===== src/hw/rtl/cc20_pkg.sv =====
// cc20_pkg: shared types, constants and helpers for the chacha20 stream block
// no dependencies; compiled first
`timescale 1ns / 1ps
`default_nettype none

package cc20_pkg;

	localparam int WORD_W          = 32;
	localparam int CNT_W           = 64;
	localparam int REG_W           = 64;
	localparam int ADDR_W          = 6;
	localparam int BYTES_W         = 3;
	localparam int POS_W           = 4;
	localparam int NWORDS          = 16;
	localparam int NLANES          = 4;
	localparam int ROUND_COUNT_DEF = 20;

	typedef logic [WORD_W-1:0] word_t;
	typedef word_t blk_t [NWORDS];
	typedef word_t lane_t [NLANES];

	localparam word_t SIGMA [NLANES] = '{
		32'h61707865, 32'h3320646E, 32'h79622D32, 32'h6B206574
	};

	// register map, one 64-bit register every 8 bytes
	typedef enum logic [2:0] {
		REG_KEY01 = 3'd0,
		REG_KEY23 = 3'd1,
		REG_KEY45 = 3'd2,
		REG_KEY67 = 3'd3,
		REG_NONCE = 3'd4
	} reg_idx_t;

	typedef enum logic [1:0] {
		ST_IDLE,
		ST_ROUND,
		ST_FINAL,
		ST_EMIT
	} fsm_t;

	// quarter-round sub-steps in order
	typedef enum logic [1:0] {
		QS_AB16,
		QS_CD12,
		QS_AB8,
		QS_CD7
	} qstep_t;

	// rows of the 4x4 state
	localparam logic [1:0] ROW_A = 2'd0;
	localparam logic [1:0] ROW_B = 2'd1;
	localparam logic [1:0] ROW_C = 2'd2;
	localparam logic [1:0] ROW_D = 2'd3;

	// word index of a row/lane; diagonal rounds shift row r by r lanes
	function automatic logic [POS_W-1:0] qr_index(logic [1:0] row, logic [1:0] lane,
		logic diag);
		logic [1:0] col;
		col = diag ? 2'(lane + row) : lane;
		return {row, col};
	endfunction

	// byte mask for a valid count, counts above four act as four
	function automatic word_t byte_mask(logic [BYTES_W-1:0] vb);
		word_t m;
		case (vb)
			3'd0: m = 32'h0000_0000;
			3'd1: m = 32'h0000_00FF;
			3'd2: m = 32'h0000_FFFF;
			3'd3: m = 32'h00FF_FFFF;
			default: m = 32'hFFFF_FFFF;
		endcase
		return m;
	endfunction

endpackage

`default_nettype wire


===== src/hw/rtl/cc20_qr_unit.sv =====
// cc20_qr_unit: one quarter-round sub-step on four lanes at once
// depends on cc20_pkg
`timescale 1ns / 1ps
`default_nettype none

module cc20_qr_unit import cc20_pkg::*; (
	input  qstep_t step,
	input  lane_t  x,
	input  lane_t  y,
	input  lane_t  z,
	output lane_t  x_new,
	output lane_t  z_new
);

	word_t sum [NLANES];
	word_t mix [NLANES];

	// x += y; z = rotl(z ^ x, r)
	always_comb begin
		for (int j = 0; j < NLANES; j++) begin
			sum[j] = x[j] + y[j];
			mix[j] = z[j] ^ sum[j];
			x_new[j] = sum[j];
			case (step)
				QS_AB16: z_new[j] = {mix[j][15:0], mix[j][31:16]};
				QS_CD12: z_new[j] = {mix[j][19:0], mix[j][31:20]};
				QS_AB8:  z_new[j] = {mix[j][23:0], mix[j][31:24]};
				QS_CD7:  z_new[j] = {mix[j][24:0], mix[j][31:25]};
				default: z_new[j] = mix[j];
			endcase
		end
	end

endmodule

`default_nettype wire


===== config.mk =====
export PLATFORM = sky130hd
export DESIGN_NAME = cc20_qr_unit
export DESIGN_NICKNAME = d
export VERILOG_FILES = /design/src/hw/rtl/cc20_pkg.sv /design/src/hw/rtl/cc20_qr_unit.sv
export SDC_FILE = /design/constraint.sdc
export NUM_CORES = 1
export LEC_CHECK = 0
export ABC_AREA = 1
export BUFFER_PORTS_ARGS = -buffer_cell sky130_fd_sc_hd__clkbuf_2
export CAP_MARGIN = 20
export CORE_AREA = 2 2 248 250
export DETAILED_ROUTE_END_ITERATION = 7
export DIE_AREA = 0 0 250 252
export PLACE_DENSITY = 0.55
export SLEW_MARGIN = 10
export SYNTH_ARGS = -nofsm -noshare
export SYNTH_HDL_FRONTEND = slang
export SYNTH_SLANG_ARGS = --single-unit

===== constraint.sdc =====
create_clock -name vclk -period 1.7
set_input_delay 0.085 -clock vclk [all_inputs]
set_output_delay 0.085 -clock vclk [all_outputs]
set_load 0.01 [all_outputs]

==> results list <==
- The flow ran to the end, but the final reports show violations.
* Violated checks: DRC, setup timing
- The number of hold buffers added after CTS was 0.
- For the pin with the worst max-slew slack, the measured transition is 0.533 ns.
* Startpoint type of the worst setup path: input port
- Measured against its own limit, the worst slew margin works out to 64.4%.
- The startpoint identified for the worst hold timing path is x[96].
- In the finished layout, the clock tree contains a buffer count of 0.
* Count of distinct cell types in the synthesized netlist: 34
* Maximum net fanout on the critical path: 4
- The via count of the first global-routing pass was 25,511.
- Antenna violations before repair: 9
- Area growth from synthesis to final layout: 136%
- At the worst endpoint, the required time is 1.62 ns.
- The initial utilization of the core area, before any placement, comes to 25.4%.
* Worst path arrival time: 2.53 ns
* Floorplan die area: 63,000 sq um
- Register Area: 0 sq um
- Leak Pwr: 18.6 nW
- Dividing the synthesized area by the synthesized cell count gives 4.84 sq um.
- Count of vias placed by the detailed router: 27,887
- Worst setup slack after layout: -0.911 ns
* Count of buffering cells on the critical path with inverters included: 6
* Relative contribution of sequential cells to total power: 0%
- Routed wire length: 108 mm
- Fmax: 383 MHz
- Count of standard-cell rows: 90
- Number of port buffers: 642
- The die is 250 um wide.
- Via count normalized by instance count: 5.25
- In the final routed layout, each cell accounts on average for 20.4 um.
- Setup violations remaining at the end of the flow were counted as 222.
- For this run, the share of the core covered by cells in the final layout is 60.0%.
- STA classifies the critical path endpoint as a primary output.
- In the final design database the tool counted 5,039 nets.
* Total of max-cap violations: 0
* Vertical die dimension: 252 um
- Setup Slack @ Placement: -0.854 ns
- Largest net degree at the start of global routing: 56
* CP most frequent cell: buf_6
- Worst Setup Path Type: input port to primary output
- Placed inst area: 24,400 sq um
- Period minus WS final: 2.61 ns
- IO Pins: 642
- Excluding fillers, the count of instances in the completed layout stands at 5,313.
- After routing the design area is 36,100 sq um.
- Number of failing hold endpoints at the final stage: 0
- The slowest stage of the critical path is the nand3b_1 cell.
* Power density relative to cell area: 517 nW/um^2
* Yosys warning count: 0
* Part of the total power dissipated in the clock network: 0%
- Net switching is 54.9% of the power.
- Global router's overall resource usage: 29.2%
- Detailed-router iteration count before antenna repair: 8
- Setup repair after global routing could not meet its margin everywhere.
- IR analysis of the VDD net gives a maximum drop of 0.000387 V.
- Final sum of negative setup slack: -84.83 ns
- The number of nets in the synthesized netlist is 3,669.
- The signal on the critical path passes through buf_8 -> ha_4 -> nand2_4 -> buf_6 -> nor2_4 -> buf_6 -> buf_6 -> buf_12 -> nand3_4 -> nand3_2 -> nand3b_1 -> nand3_1 -> nand4_1 -> buf_2.
* Cell count after synthesis: 3,155
* Max Transition Viols Final: 0
- The path with the worst hold slack has its endpoint at x_new[96].
* Post-synthesis sequential area ratio: 0%
- The first global-routing pass estimated 144 mm of wire.
- The internal portion of the total power is 8.40 mW.
* Total global routing overflow: 0
* Inst Count DP: 5,133
* Reported net switching power: 10.2 mW
- Placer congestion estimate: 1.01
- Min-Delay Path Depth: 3
- Cells with a size suffix above 1 make up 62.6% of the layout.
* Number of flip-flops and latches: 0
- Core outline area: 60,100 sq um
- Combinational cells account for 100.0% of the total power.
- Hold crit path type: input port to primary output
* Number of design rule violations left after detail routing: 1
* Number of DRC markers in iteration 0: 2,164
- Top Family by Delay on Critical Path: simple AND/OR/NAND/NOR gates
* Remaining number of nets flagged by the antenna check after routing: 0
* Final Cycle Share: 154%
- Post-synthesis cell area: 15,300 sq um
* Slowest Stage Delay on Critical Path: 0.37 ns
* Half-perimeter wire length after placement: 80.0 mm
==> repair_timing <==
item                       4_1_cts  5_1_grt
setup endpoints to repair      233      227
pin swaps                      554      643
gates resized for setup       1278     1239
buffers inserted               176      107
==> cells in the final DEF, fill, tap and decap left out, drive strengths merged, types with 8 or more instances in the layout <==
cell    Yosys  final
a21oi      67     67
and2       13     13
buf        16   1015
clkbuf     37    406
diode       0      8
ha        124    124
inv       543    541
nand2    1228   1228
nand3     590    590
nand3b     67     67
nand4     142    142
nor2      169    169
nor3       17     17
or2        18     18
xnor2      16     16
xor2       85     85
==> cell type report <==
cell class / instances / area, sq um
fill: 5130 / 24100
multi-input combinational: 2558 / 21500
antenna: 8 / 20.0
timing repair buffer: 1421 / 11500
inverter: 544 / 2070
tap: 782 / 978
==> power by group through the flow <==
| stage | Sequential [mW] | Combinational (mW) | Clock [mW] |
|---|---|---|---|
| after global placement | 0 | 12.4 | 0 |
| after detailed placement | 0 | 12.4 | 0 |
| after CTS | 0 | 15.5 | 0 |
| after floorplan | 0 | 5.78 | 0 |
| after global routing | 0 | 19.6 | 0.000000472 |
| final | 0 | 18.6 | 0.000000616 |
==> synthesized netlist by cell type (3+ instances only) <==
master / number / area, sq um
buf_2: 5 / 25.0
and2_1: 13 / 81.3
nand3_1: 589 / 2950
xor2_1: 77 / 674
nand2_1: 1211 / 4550
ha_1: 124 / 1550
xor2_2: 8 / 130
nor3_1: 15 / 75.1
buf_1: 11 / 41.3
or2_2: 18 / 113
inv_1: 541 / 2030
clkbuf_1: 37 / 139
nand3b_1: 66 / 495
nand2_2: 17 / 106
nor2_2: 9 / 56.3
a21o_1: 4 / 30.0
and3_1: 3 / 18.8
nand4_1: 142 / 888
fa_1: 4 / 80.1
nor2_4: 3 / 33.8
xnor2_1: 16 / 140
nor2_1: 157 / 589
o2111ai_1: 3 / 26.3
a21oi_1: 67 / 335
==> how the worst max path moves through the flow <==
stage,start,end,slack [ns],cells past startpoint
floorplan,y[32],z_new[52],-0.08,10
global placement,y[96],z_new[99],-0.86,15
detailed placement,y[96],z_new[99],-0.85,15
CTS,x[96],z_new[99],-0.63,15
global route,y[42],z_new[57],-1.06,14
finish,y[42],z_new[57],-0.91,14
==> logic make-up (layout without fill, tap and decap cells) <==
group	after synthesis	after routing	share of synthesized area, %
adders and majority gates	128	128	10.7
AOI/OAI and AO/OA	82	82	2.94
xor gates and xnor gates	101	101	6.19
buffers and inverters	597	1965	14.7
and+or+nand+nor	2247	2247	65.5
other	0	8	0
==> through the flow <==
stage	total power, mW	hold slack [ns]
finish	18.6	0.506
global route	19.6	0.514
CTS	15.5	0.547
detailed placement	12.4	0.547
global placement	12.4	0.544
floorplan	5.78	0.293
==> metal layers <==
layer  GRT usage [%]  wire, um  part of all wire [%]  up-vias
met4            12.2      7000                   6.5        2
met2            50.9     51200                    47     1593
met3            4.20     10100                   9.3      433
met1            35.8     40000                    37    13010
li1                -         -                     -    12849
met5               0        13                 0.012        -
(Power assumes the default switching activity.)
